===== config.mk =====
export PLATFORM = sky130hd
export DESIGN_NAME = multiword_schoolbook_multiplier_top
export DESIGN_NICKNAME = d
export VERILOG_FILES = /design/src/rtl/mwsm_pkg.sv /design/src/rtl/multiword_schoolbook_multiplier_top.sv /design/src/rtl/mwsm_opmem.sv /design/src/rtl/mwsm_prodmem.sv /design/src/rtl/mwsm_mac.sv /design/src/rtl/mwsm_seq.sv
export VERILOG_INCLUDE_DIRS = /design/src /design/src/rtl
export SDC_FILE = /design/constraint.sdc
export NUM_CORES = 2
export LEC_CHECK = 0
export ABC_AREA = 1
export CORE_UTILIZATION = 40
export CTS_CLUSTER_SIZE = 40
export DETAILED_ROUTE_END_ITERATION = 10
export DONT_BUFFER_PORTS = 1
export PLACE_DENSITY = 0.63
export SETUP_SLACK_MARGIN = 0.05
export SYNTH_ARGS = -nofsm -noshare
export SYNTH_HDL_FRONTEND = slang
export SYNTH_SLANG_ARGS = --single-unit

===== constraint.sdc =====
create_clock -name clk -period 8.3 [get_ports clk]
set_clock_uncertainty 0.05 [all_clocks]
set_input_delay 1.66 -clock clk [delete_from_list [all_inputs] [get_ports clk]]
set_output_delay 1.66 -clock clk [all_outputs]
set_load 0.005 [all_outputs]

===== src/rtl/multiword_schoolbook_multiplier_top_defines.svh =====
// assertion macros for the rtl top, sampled on clk and disabled while rst_n is low
`ifndef MULTIWORD_SCHOOLBOOK_MULTIPLIER_TOP_DEFINES_SVH
`define MULTIWORD_SCHOOLBOOK_MULTIPLIER_TOP_DEFINES_SVH

// same-cycle implication
`define MWSM_ASSERT_IMP(lbl, ante, cons, msg) \
  lbl: assert property (@(posedge clk) disable iff (!rst_n) (ante) |-> (cons)) else $error(msg);

// next-cycle implication
`define MWSM_ASSERT_NXT(lbl, ante, cons, msg) \
  lbl: assert property (@(posedge clk) disable iff (!rst_n) (ante) |=> (cons)) else $error(msg);

`endif


===== src/rtl/mwsm_pkg.sv =====
`default_nettype none

package mwsm_pkg;

  localparam int OPERAND_WORDS = 16;
  localparam int WORD_W        = 32;

  // control that travels with one multiply-accumulate step
  typedef struct packed {
    logic valid;
    logic first;       // first step of a row, carry in is zero
    logic carry_step;  // extra step that stores the row carry
    logic zero_acc;    // ignore the product store read data
  } mac_ctl_t;

endpackage

`default_nettype wire


===== src/rtl/multiword_schoolbook_multiplier_top.sv =====
// multi-word unsigned multiplier, 32-bit words, least significant word first
// input: while busy is low, a cycle with start high takes one word pair
//   (in_a_word, in_b_word); in_last_pair closes the operands at N words,
//   and the pair that fills the operand store closes them at OPERAND_WORDS
// after the closing pair busy stays high through the multiply-accumulate steps,
//   each row N products and a carry step (one step per cycle on the single multiplier
//   and product memory port), a wait between rows when N < 3, a drain, then the emit
// output: the 2N product words come one per cycle, least significant first,
//   each for one cycle with out_strobe high; out_last_result marks the top word
// busy drops in the cycle of the last word
// the receiver has no stall; results must be taken as they come
// reset (rst_n low, synchronous) returns to loading with no pairs held;
//   the operand and product memories are not cleared and need not be
`default_nettype none

`include "multiword_schoolbook_multiplier_top_defines.svh"

module multiword_schoolbook_multiplier_top #(
  parameter int OPERAND_WORDS = mwsm_pkg::OPERAND_WORDS
) (
  input  wire logic                        clk,
  input  wire logic                        rst_n,
  input  wire logic                        start,
  output logic                             busy,
  input  wire logic [mwsm_pkg::WORD_W-1:0] in_a_word,
  input  wire logic [mwsm_pkg::WORD_W-1:0] in_b_word,
  input  wire logic                        in_last_pair,
  output logic                             out_strobe,
  output logic      [mwsm_pkg::WORD_W-1:0] out_product_word,
  output logic                             out_last_result
);

  localparam int AW = (OPERAND_WORDS > 1) ? $clog2(OPERAND_WORDS) : 1;
  localparam int PW = $clog2(2 * OPERAND_WORDS);

  logic                        op_wr_en;
  logic [AW-1:0]               op_wr_addr;
  logic [AW-1:0]               a_rd_addr, b_rd_addr;
  logic [PW-1:0]               p_rd_addr;
  mwsm_pkg::mac_ctl_t          issue;
  logic [PW-1:0]               issue_waddr;
  logic [mwsm_pkg::WORD_W-1:0] a_q, b_q, p_q;
  logic                        p_wr_en;
  logic [PW-1:0]               p_wr_addr;
  logic [mwsm_pkg::WORD_W-1:0] p_wr_data;

  mwsm_seq #(.OPERAND_WORDS(OPERAND_WORDS)) u_seq (
    .clk             (clk),
    .rst_n           (rst_n),
    .in_start        (start),
    .in_last_pair    (in_last_pair),
    .busy            (busy),
    .op_wr_en        (op_wr_en),
    .op_wr_addr      (op_wr_addr),
    .a_rd_addr       (a_rd_addr),
    .b_rd_addr       (b_rd_addr),
    .p_rd_addr       (p_rd_addr),
    .issue           (issue),
    .issue_waddr     (issue_waddr),
    .out_strobe      (out_strobe),
    .out_last_result (out_last_result)
  );

  mwsm_opmem #(.OPERAND_WORDS(OPERAND_WORDS)) u_opmem (
    .clk       (clk),
    .wr_en     (op_wr_en),
    .wr_addr   (op_wr_addr),
    .wr_a      (in_a_word),
    .wr_b      (in_b_word),
    .rd_a_addr (a_rd_addr),
    .rd_b_addr (b_rd_addr),
    .rd_a_q    (a_q),
    .rd_b_q    (b_q)
  );

  mwsm_mac #(.OPERAND_WORDS(OPERAND_WORDS)) u_mac (
    .clk      (clk),
    .rst_n    (rst_n),
    .ctl_in   (issue),
    .waddr_in (issue_waddr),
    .a_q      (a_q),
    .b_q      (b_q),
    .p_q      (p_q),
    .wr_en    (p_wr_en),
    .wr_addr  (p_wr_addr),
    .wr_data  (p_wr_data)
  );

  mwsm_prodmem #(.OPERAND_WORDS(OPERAND_WORDS)) u_prodmem (
    .clk     (clk),
    .wr_en   (p_wr_en),
    .wr_addr (p_wr_addr),
    .wr_data (p_wr_data),
    .rd_addr (p_rd_addr),
    .rd_q    (p_q)
  );

  assign out_product_word = p_q;

  `MWSM_ASSERT_IMP(a_no_emit_during_write, p_wr_en, !out_strobe, "product write during emit")
  `MWSM_ASSERT_IMP(a_write_only_busy, p_wr_en, busy, "product write while idle")
  `MWSM_ASSERT_IMP(a_last_ends_busy, out_strobe && out_last_result, !busy, "busy after last word")
  `MWSM_ASSERT_NXT(a_close_sets_busy, start && !busy && in_last_pair, busy, "no busy after close")

endmodule

`default_nettype wire


===== src/rtl/mwsm_opmem.sv =====
`default_nettype none

module mwsm_opmem #(
  parameter int OPERAND_WORDS = mwsm_pkg::OPERAND_WORDS,
  localparam int AW = (OPERAND_WORDS > 1) ? $clog2(OPERAND_WORDS) : 1
) (
  input  wire logic                        clk,
  input  wire logic                        wr_en,
  input  wire logic [AW-1:0]               wr_addr,
  input  wire logic [mwsm_pkg::WORD_W-1:0] wr_a,
  input  wire logic [mwsm_pkg::WORD_W-1:0] wr_b,
  input  wire logic [AW-1:0]               rd_a_addr,
  input  wire logic [AW-1:0]               rd_b_addr,
  output logic      [mwsm_pkg::WORD_W-1:0] rd_a_q,
  output logic      [mwsm_pkg::WORD_W-1:0] rd_b_q
);

  logic [mwsm_pkg::WORD_W-1:0] a_mem [OPERAND_WORDS];
  logic [mwsm_pkg::WORD_W-1:0] b_mem [OPERAND_WORDS];

  always_ff @(posedge clk) begin
    if (wr_en) begin
      a_mem[wr_addr] <= wr_a;
      b_mem[wr_addr] <= wr_b;
    end
    rd_a_q <= a_mem[rd_a_addr];
    rd_b_q <= b_mem[rd_b_addr];
  end

endmodule

`default_nettype wire


===== src/rtl/mwsm_prodmem.sv =====
`default_nettype none

module mwsm_prodmem #(
  parameter int OPERAND_WORDS = mwsm_pkg::OPERAND_WORDS,
  localparam int PW = $clog2(2 * OPERAND_WORDS)
) (
  input  wire logic                        clk,
  input  wire logic                        wr_en,
  input  wire logic [PW-1:0]               wr_addr,
  input  wire logic [mwsm_pkg::WORD_W-1:0] wr_data,
  input  wire logic [PW-1:0]               rd_addr,
  output logic      [mwsm_pkg::WORD_W-1:0] rd_q
);

  logic [mwsm_pkg::WORD_W-1:0] mem [2 * OPERAND_WORDS];

  always_ff @(posedge clk) begin
    if (wr_en) begin
      mem[wr_addr] <= wr_data;
    end
    rd_q <= mem[rd_addr];
  end

endmodule

`default_nettype wire


===== src/rtl/mwsm_mac.sv =====
`default_nettype none

module mwsm_mac #(
  parameter int OPERAND_WORDS = mwsm_pkg::OPERAND_WORDS,
  localparam int PW = $clog2(2 * OPERAND_WORDS)
) (
  input  wire logic                        clk,
  input  wire logic                        rst_n,
  input  wire mwsm_pkg::mac_ctl_t          ctl_in,
  input  wire logic [PW-1:0]               waddr_in,
  input  wire logic [mwsm_pkg::WORD_W-1:0] a_q,
  input  wire logic [mwsm_pkg::WORD_W-1:0] b_q,
  input  wire logic [mwsm_pkg::WORD_W-1:0] p_q,
  output logic                             wr_en,
  output logic      [PW-1:0]               wr_addr,
  output logic      [mwsm_pkg::WORD_W-1:0] wr_data
);

  localparam int W  = mwsm_pkg::WORD_W;
  localparam int DW = 2 * W;

  mwsm_pkg::mac_ctl_t ctl_s1_r, ctl_s2_r;
  logic [PW-1:0]      waddr_s1_r, waddr_s2_r;
  logic [DW-1:0]      prod_r;
  logic [W-1:0]       acc_r;
  logic [W-1:0]       carry_r;
  logic [W-1:0]       carry_in;
  logic [DW-1:0]      sum;

  // stage 1 waits for the memory reads, stage 2 holds the product
  always_ff @(posedge clk) begin
    if (!rst_n) begin
      ctl_s1_r <= '0;
      ctl_s2_r <= '0;
    end else begin
      ctl_s1_r <= ctl_in;
      ctl_s2_r <= ctl_s1_r;
    end
  end

  always_ff @(posedge clk) begin
    waddr_s1_r <= waddr_in;
    waddr_s2_r <= waddr_s1_r;
    prod_r     <= ctl_s1_r.carry_step ? '0 : DW'(a_q) * DW'(b_q);
    acc_r      <= ctl_s1_r.zero_acc ? '0 : p_q;
    if (ctl_s2_r.valid) begin
      carry_r <= sum[DW-1:W];
    end
  end

  assign carry_in = ctl_s2_r.first ? '0 : carry_r;
  // never overflows: (2^32-1)^2 + 2*(2^32-1) = 2^64-1
  assign sum      = DW'(acc_r) + prod_r + DW'(carry_in);

  assign wr_en   = ctl_s2_r.valid;
  assign wr_addr = waddr_s2_r;
  assign wr_data = sum[W-1:0];

endmodule

`default_nettype wire


===== src/rtl/mwsm_seq.sv =====
`default_nettype none

module mwsm_seq #(
  parameter int OPERAND_WORDS = mwsm_pkg::OPERAND_WORDS,
  localparam int AW = (OPERAND_WORDS > 1) ? $clog2(OPERAND_WORDS) : 1,
  localparam int CW = $clog2(OPERAND_WORDS + 1),
  localparam int PW = $clog2(2 * OPERAND_WORDS)
) (
  input  wire logic          clk,
  input  wire logic          rst_n,
  input  wire logic          in_start,
  input  wire logic          in_last_pair,
  output logic               busy,
  output logic               op_wr_en,
  output logic [AW-1:0]      op_wr_addr,
  output logic [AW-1:0]      a_rd_addr,
  output logic [AW-1:0]      b_rd_addr,
  output logic [PW-1:0]      p_rd_addr,
  output mwsm_pkg::mac_ctl_t issue,
  output logic [PW-1:0]      issue_waddr,
  output logic               out_strobe,
  output logic               out_last_result
);

  localparam logic [2:0] ST_LOAD  = 3'd0;
  localparam logic [2:0] ST_MUL   = 3'd1;
  localparam logic [2:0] ST_WAIT  = 3'd2;
  localparam logic [2:0] ST_DRAIN = 3'd3;
  localparam logic [2:0] ST_EMIT  = 3'd4;

  logic [2:0]    state_r, state_nxt;
  logic [CW-1:0] cnt_r, cnt_nxt;
  logic [CW-1:0] n_r, n_nxt;
  logic [AW-1:0] i_r, i_nxt;
  logic [CW-1:0] j_r, j_nxt;
  logic [PW-1:0] k_r, k_nxt;
  logic          wait_r, wait_nxt;
  logic          strobe_r, strobe_nxt;
  logic          last_r, last_nxt;
  logic          accept;
  logic          k_last;
  logic [PW-1:0] step_addr;

  assign accept    = in_start && (state_r == ST_LOAD);
  assign step_addr = PW'(i_r) + PW'(j_r);
  assign k_last    = ((CW + 1)'(k_r) == ({n_r, 1'b0} - (CW + 1)'(1)));

  always_comb begin
    state_nxt  = state_r;
    cnt_nxt    = cnt_r;
    n_nxt      = n_r;
    i_nxt      = i_r;
    j_nxt      = j_r;
    k_nxt      = k_r;
    wait_nxt   = wait_r;
    strobe_nxt = 1'b0;
    last_nxt   = 1'b0;
    issue      = '0;
    case (state_r)
      ST_LOAD: begin
        if (accept) begin
          if (in_last_pair || (cnt_r == CW'(OPERAND_WORDS - 1))) begin
            n_nxt     = cnt_r + CW'(1);
            cnt_nxt   = '0;
            i_nxt     = '0;
            j_nxt     = '0;
            state_nxt = ST_MUL;
          end else begin
            cnt_nxt = cnt_r + CW'(1);
          end
        end
      end
      ST_MUL: begin
        issue.valid      = 1'b1;
        issue.first      = (j_r == '0);
        issue.carry_step = (j_r == n_r);
        issue.zero_acc   = (i_r == '0) || (j_r == n_r);
        if (j_r == n_r) begin
          j_nxt    = '0;
          wait_nxt = 1'b0;
          if ((CW'(i_r) + CW'(1)) == n_r) begin
            state_nxt = ST_DRAIN;
          end else begin
            i_nxt = i_r + AW'(1);
            // short rows would read a word before its write lands
            if (int'(n_r) < 3) begin
              state_nxt = ST_WAIT;
            end
          end
        end else begin
          j_nxt = j_r + CW'(1);
        end
      end
      ST_WAIT: begin
        if (wait_r) begin
          state_nxt = ST_MUL;
        end else begin
          wait_nxt = 1'b1;
        end
      end
      ST_DRAIN: begin
        if (wait_r) begin
          state_nxt = ST_EMIT;
          k_nxt     = '0;
        end else begin
          wait_nxt = 1'b1;
        end
      end
      ST_EMIT: begin
        strobe_nxt = 1'b1;
        last_nxt   = k_last;
        if (k_last) begin
          state_nxt = ST_LOAD;
        end else begin
          k_nxt = k_r + PW'(1);
        end
      end
      default: begin
        state_nxt = ST_LOAD;
      end
    endcase
  end

  always_ff @(posedge clk) begin
    if (!rst_n) begin
      state_r  <= ST_LOAD;
      cnt_r    <= '0;
      n_r      <= '0;
      i_r      <= '0;
      j_r      <= '0;
      k_r      <= '0;
      wait_r   <= 1'b0;
      strobe_r <= 1'b0;
      last_r   <= 1'b0;
    end else begin
      state_r  <= state_nxt;
      cnt_r    <= cnt_nxt;
      n_r      <= n_nxt;
      i_r      <= i_nxt;
      j_r      <= j_nxt;
      k_r      <= k_nxt;
      wait_r   <= wait_nxt;
      strobe_r <= strobe_nxt;
      last_r   <= last_nxt;
    end
  end

  assign busy            = (state_r != ST_LOAD);
  assign op_wr_en        = accept;
  assign op_wr_addr      = cnt_r[AW-1:0];
  assign a_rd_addr       = i_r;
  assign b_rd_addr       = j_r[AW-1:0];
  assign p_rd_addr       = (state_r == ST_EMIT) ? k_r : step_addr;
  assign issue_waddr     = step_addr;
  assign out_strobe      = strobe_r;
  assign out_last_result = last_r;

endmodule

`default_nettype wire


Word-level counts from Yosys, hierarchy flattened
Memories as Yosys holds them, arrays and structs flattened. A register that Yosys moved wholly into a read port is not among the register bits.
Index checks and enable logic that the tools add are counted.
Storage, ports and cells
  flip-flop bits (word level): 174
  memories kept: 3
  output and inout bits: 35
  word-level logic and storage cells: 103
  bits in writable memories: 2048
  input bits: 68
Cells by class
  equal/unequal tests: 17
  add/subtract/negate cells: 9
  multiply operators: 1
  magnitude comparators: 1
  reduce and logical (&&, ||, !) cells: 20
  multiplexer cells: 32
Memories
  u_prodmem.mem: words 32, bits a word 32, read ports 1, clocked after memory_dff 1, write ports 1, line mwsm_prodmem.sv:15  | logic [mwsm_pkg::WORD_W-1:0] mem [2 * OPERAND_WORDS];
  u_opmem.a_mem: words 16, bits a word 32, read ports 1, clocked after memory_dff 1, write ports 1, line mwsm_opmem.sv:18  | logic [mwsm_pkg::WORD_W-1:0] a_mem [OPERAND_WORDS];
  u_opmem.b_mem: words 16, bits a word 32, read ports 1, clocked after memory_dff 1, write ports 1, line mwsm_opmem.sv:19  | logic [mwsm_pkg::WORD_W-1:0] b_mem [OPERAND_WORDS];
Operator list (number)
  32-bit by 64-bit adder with 64-bit output: 1
  64-bit by 32-bit adder with 64-bit output: 1
  32-bit by 32-bit multiplier with 64-bit output: 1
  5-bit 2-to-1 mux: 7
  32-bit 2-to-1 mux: 1
  3-bit 2-to-1 mux: 8
  4-bit 2-to-1 mux: 5
  5-bit case mux with 2 select lines: 2
  5-bit by 1-bit adder with 5-bit output, second input constant: 3
  3-bit case mux with 5 select lines: 1
  5-bit == test: 2
  3-bit AND reduction: 3
  2-bit by 1-bit != test with 1-bit output, second input constant: 4
  2-bit != test, second input constant: 4
  4-bit case mux with 2 select lines: 1
  2-bit AND reduction: 4
  7-bit AND reduction: 1
  3-bit by 2-bit == test with 1-bit output, second input constant: 2
  5-bit by 6-bit == test with 1-bit output: 1
  1-bit 2-to-1 mux: 6
  2-bit nonzero test: 3
  6-bit by 1-bit subtractor with 6-bit output, second input constant: 1
  4-bit by 1-bit adder with 5-bit output, second input constant: 1
  4-bit by 5-bit adder with 5-bit output: 1
  15 further kinds: 16

Longest topological paths before layout
  depth in word-level cells: 5
  gate-level depth with buffers: 33
  depth with buffers taken out: 32

By module
Synthesis repeated with hierarchy kept, for this count alone.
Second synthesis, totals
  cells, all modules: 14230
  area, all modules: 134440.2 um^2
By module, submodules not included
  mwsm_opmem: cells an instance 4215, instances 1, area each 45313.5 um^2, sequential area each 32030.7 um^2
  mwsm_mac: cells an instance 6160, instances 1, area each 44569.0 um^2, sequential area each 3203.1 um^2
  mwsm_prodmem: cells an instance 3536, instances 1, area each 42405.7 um^2, sequential area each 31390.1 um^2
  mwsm_seq: cells an instance 319, instances 1, area each 2152.1 um^2, sequential area each 600.6 um^2

Worst setup path after synthesis
Ideal clock, no wire load.
  path type: input-to-reg
  from: in start
  to: mem u_opmem.a_mem[11][0] (netlist bit) (enable)
  library setup time: 565 ps
  cell stages on the path: 5
  setup slack: 1243 ps
  path buffers: 1
  required time: 7685 ps
  data arrival time: 6442 ps
  cell sequence: inv_1 nor2_2 inv_1 buf_2 nor3_1
On the way
  cells in the longest elaborated chain, start to end: 3
Ends and longest elaborated chain
  start: declaration: line multiword_schoolbook_multiplier_top.sv:23  | input wire logic start,
  1-bit logical AND: line mwsm_seq.sv:44  | assign accept = in_start && (state_r == ST_LOAD);
  1-bit 2-to-1 mux: line mwsm_opmem.sv:22  | if (wr_en) begin
  1-bit 2-to-1 mux (implied by the code): line mwsm_opmem.sv:23  | a_mem[wr_addr] <= wr_a;
  end: declaration: line mwsm_opmem.sv:18
Every way passes these cells.

Final worst setup path
  from: reg u_opmem.rd_b_q[8] (netlist bit) (read register of u_opmem.b_mem)
  to: reg u_mac.prod_r[22]
On the way
  cells in the longest elaborated chain, start to end: 1
Ends and longest elaborated chain
  start: declaration: line mwsm_opmem.sv:15  | output logic [mwsm_pkg::WORD_W-1:0] rd_b_q
  32-bit by 32-bit multiplier with 64-bit output: line mwsm_mac.sv:44  | prod_r <= ctl_s1_r.carry_step ? '0 : DW'(a_q) * DW'(b_q);
  end signal: assignment: line mwsm_mac.sv:44
  end: declaration: line mwsm_mac.sv:24  | logic [DW-1:0] prod_r;
Every way passes these cells.
A chain may end at the register's enable or synchronous reset.

==> impl_metrics.ini <==
[status]
run_status = complete, no violations

[routing]
mean_number_of_vias_per_cell = 5.184
wirelength_mm = 371.8
drc = 0
drt_pass1_iterations = 7
routedWlPerCell_microns = 21.24
postRouteAntennaNets = 0
drt_iter0_markers = 8731
via_count = 90750

[logic_synthesis]
synth_sequential_area_ratio_pct = 51.27
postSynthRegisterBits = 2318
synthesis.nets = 14450
synth-edff-count = 2080
yosysWarningCount = 0
synth_area_sq_um = 131100
synth_async_sr_flop_share_pct = 0
postSynthAreaPerCell_sq_um = 9.979
synth_cell_types = 46
synth_top_flop_cell = edfxtp_1
post_synth_inst_count = 13140

[placed_design]
finalWeightedCongestion = 0.9400
numPortBuffers = 0
dp_slack_ns = 0.8111
hpwl_mm = 235.7
placed_cell_area_sq_um = 136500

[grt]
grt_max_degree = 199
initial_antenna_violation_count = 12
grt_overflow = 0
global_route.usage.total_pct = 22.29
global_route_wire_length_before_repair_mm = 561.2
grt_pass1_vias = 89810

[floorplan]
rows = 209
fp.coreArea_sq_um = 325000
floorplan.die.width_microns = 574.6
start_util_pct = 40.34
design.die.area_sq_um = 330100
chipHeight_microns = 574.6
io_pins = 103

[layout]
design_area_sq_um = 144800
area_growth_pct = 10.41
layout.cells.most_common = nand2_1
drive_gt1_share_pct = 5.587
final_net_count = 14270
layout_common_cells = nand2_1, inv_1, edfxtp_1
finish.utilization_pct = 44.54

[run]
cap_violations = 0

[sta]
hold_viol_final = 0
fmaxAchievable_mhz = 131.7
slew_violations = 0
setup_slack_ns = 0.7050
rsz_0062_raised_after_global_routing = false
layout_worst_path_cycle_share_pct = 91.51
worst_slew_pin_slew_ns = 1.344
fin_crit_ns = 7.595
final-setup-viol-count = 0
finalSetupTns_ns = 0
worst_slew_slack_as_a_fraction_of_its_limit_pct = 10.30

[clock_tree]
clkSinkCount = 2318
htreeDepth = 4
clock_tree.buffer_depth = 4
cts_buffers = 244
postCtsSetupBuffers = 0
tritoncts = built
clk-insertion-delay-late_ns = 0.98
buffer_cell_driving_the_clock_tree_root = clkbuf_16
cts_hold_buffers = 0
clk_pin_slew_ns = 0.06
cts_resized = 0

[worst_setup_path]
start_kind = register
crit_type = reg -> reg
worst-endpoint-required_ns = 8.99
cp-end-kind = register
critical_path_fanout_max = 21
critPathArrivalTime_ns = 8.29

[min_path]
worstHoldPathType = reg -> reg
[kinds of logic (layout without fill, tap and decap cells)]
logic type                 after synthesis  after routing  share of synthesized area (%)
other                                    0              7                              0
AOI/OAI and AO/OA                     1123           1123                          4.906
and+or+nand+nor                       5380           5380                          17.41
xor gates and xnor gates                58             58                         0.3874
buffers and inverters                 3021           3055                          8.871
adders and majority gates             1240           1240                          17.16
DFF                                   2318           2318                          51.27
[stage by stage]
step	hold slack, ns	std cells
global route	0.1708	17500
floorplan	0.2596	13140
CTS	0.1689	17500
finish	0.1708	17510
detailed placement	0.2621	17040
global placement	0.2627	17040
[state kept, by name, summed over array words and instances, names as in the netlist, 3 cells and up]
signal / flops
u_prodmem.mem: 1024
u_opmem.a_mem: 512
u_opmem.b_mem: 512
u_mac.prod_r: 64
u_mac.acc_r: 32
u_mac.carry_r: 32
u_opmem.rd_a_q: 32
u_opmem.rd_b_q: 32
u_prodmem.rd_q: 32
u_mac.waddr_s1_r: 5
u_mac.wr_addr: 5
u_seq.cnt_r: 5
u_seq.j_r: 5
u_seq.k_r: 5
u_seq.n_r: 5
u_mac.ctl_s1_r: 4
u_seq.a_rd_addr: 4
u_seq.state_r: 3
[synthesized netlist by cell type (10+ instances only)]
cell | count | area, sq um
a21oi_1 | 158 | 790.8
buf_1 | 22 | 82.58
buf_2 | 215 | 1076
clkbuf_1 | 422 | 1584
dfxtp_1 | 238 | 4765
edfxtp_1 | 2080 | 62460
fa_1 | 930 | 18620
ha_1 | 310 | 3879
inv_1 | 2351 | 8825
nand2_1 | 3125 | 11730
nand3_1 | 956 | 4785
nand3b_1 | 327 | 2455
nand4_1 | 27 | 168.9
nor2_1 | 879 | 3299
nor3_1 | 37 | 185.2
o211ai_1 | 62 | 465.5
o21ai_0 | 612 | 3063
o21bai_1 | 10 | 75.07
o221ai_1 | 98 | 858.3
o22ai_1 | 158 | 988.5
xnor2_1 | 10 | 87.58
xor2_1 | 48 | 420.4
[layer usage]
| metal | wire (microns) | GRT usage (%) |
|---|---|---|
| met2 | 174100 | 36.64 |
| met3 | 32730 | 4.607 |
| met1 | 152800 | 29.60 |
| met4 | 11970 | 6.855 |
| met5 | 124 | 0 |
[critical path, stage by stage (launching register included)]
cell,delay (ns)
dfxtp_1,1.02
buf_4,0.33
nand2_1,0.10
fa_1,0.43
inv_1,0.07
fa_1,0.43
fa_1,0.53
inv_1,0.05
fa_1,0.47
inv_1,0.05
fa_1,0.49
fa_1,0.58
fa_1,0.44
fa_1,0.44
ha_1,0.39
nand2_1,0.13
nor2_1,0.27
nand2_1,0.21
nor2_1,0.13
nand2_1,0.08
nand3_1,0.24
o21ai_0,0.12
a21oi_1,0.33
[worst paths after layout]
check | from | endpoint | slack [ns] | depth (start not counted)
max reg2reg | u_opmem.rd_b_q[8] | u_mac.prod_r[22] | 0.70 | 22
min | u_mac.waddr_s1_r[0] | u_mac.wr_addr[0] | 0.17 | 0
min reg2reg | u_mac.waddr_s1_r[0] | u_mac.wr_addr[0] | 0.17 | 0
max | u_opmem.rd_b_q[8] | u_mac.prod_r[22] | 0.70 | 22
[layout make-up]
class / instances / area (sq um)
multi-input combinational: 7801 / 53000
inverter: 2356 / 8864
clock inverter: 128 / 1350
tap: 4325 / 5411
antenna: 7 / 17.52
clock buffer: 333 / 6909
fill: 30350 / 180300
sequential: 2318 / 67250
timing repair buffer: 238 / 1974
Power is left out: the tool's default activity adds up to more than one toggle a clock period on the data nets, which glitch-free logic cannot reach.
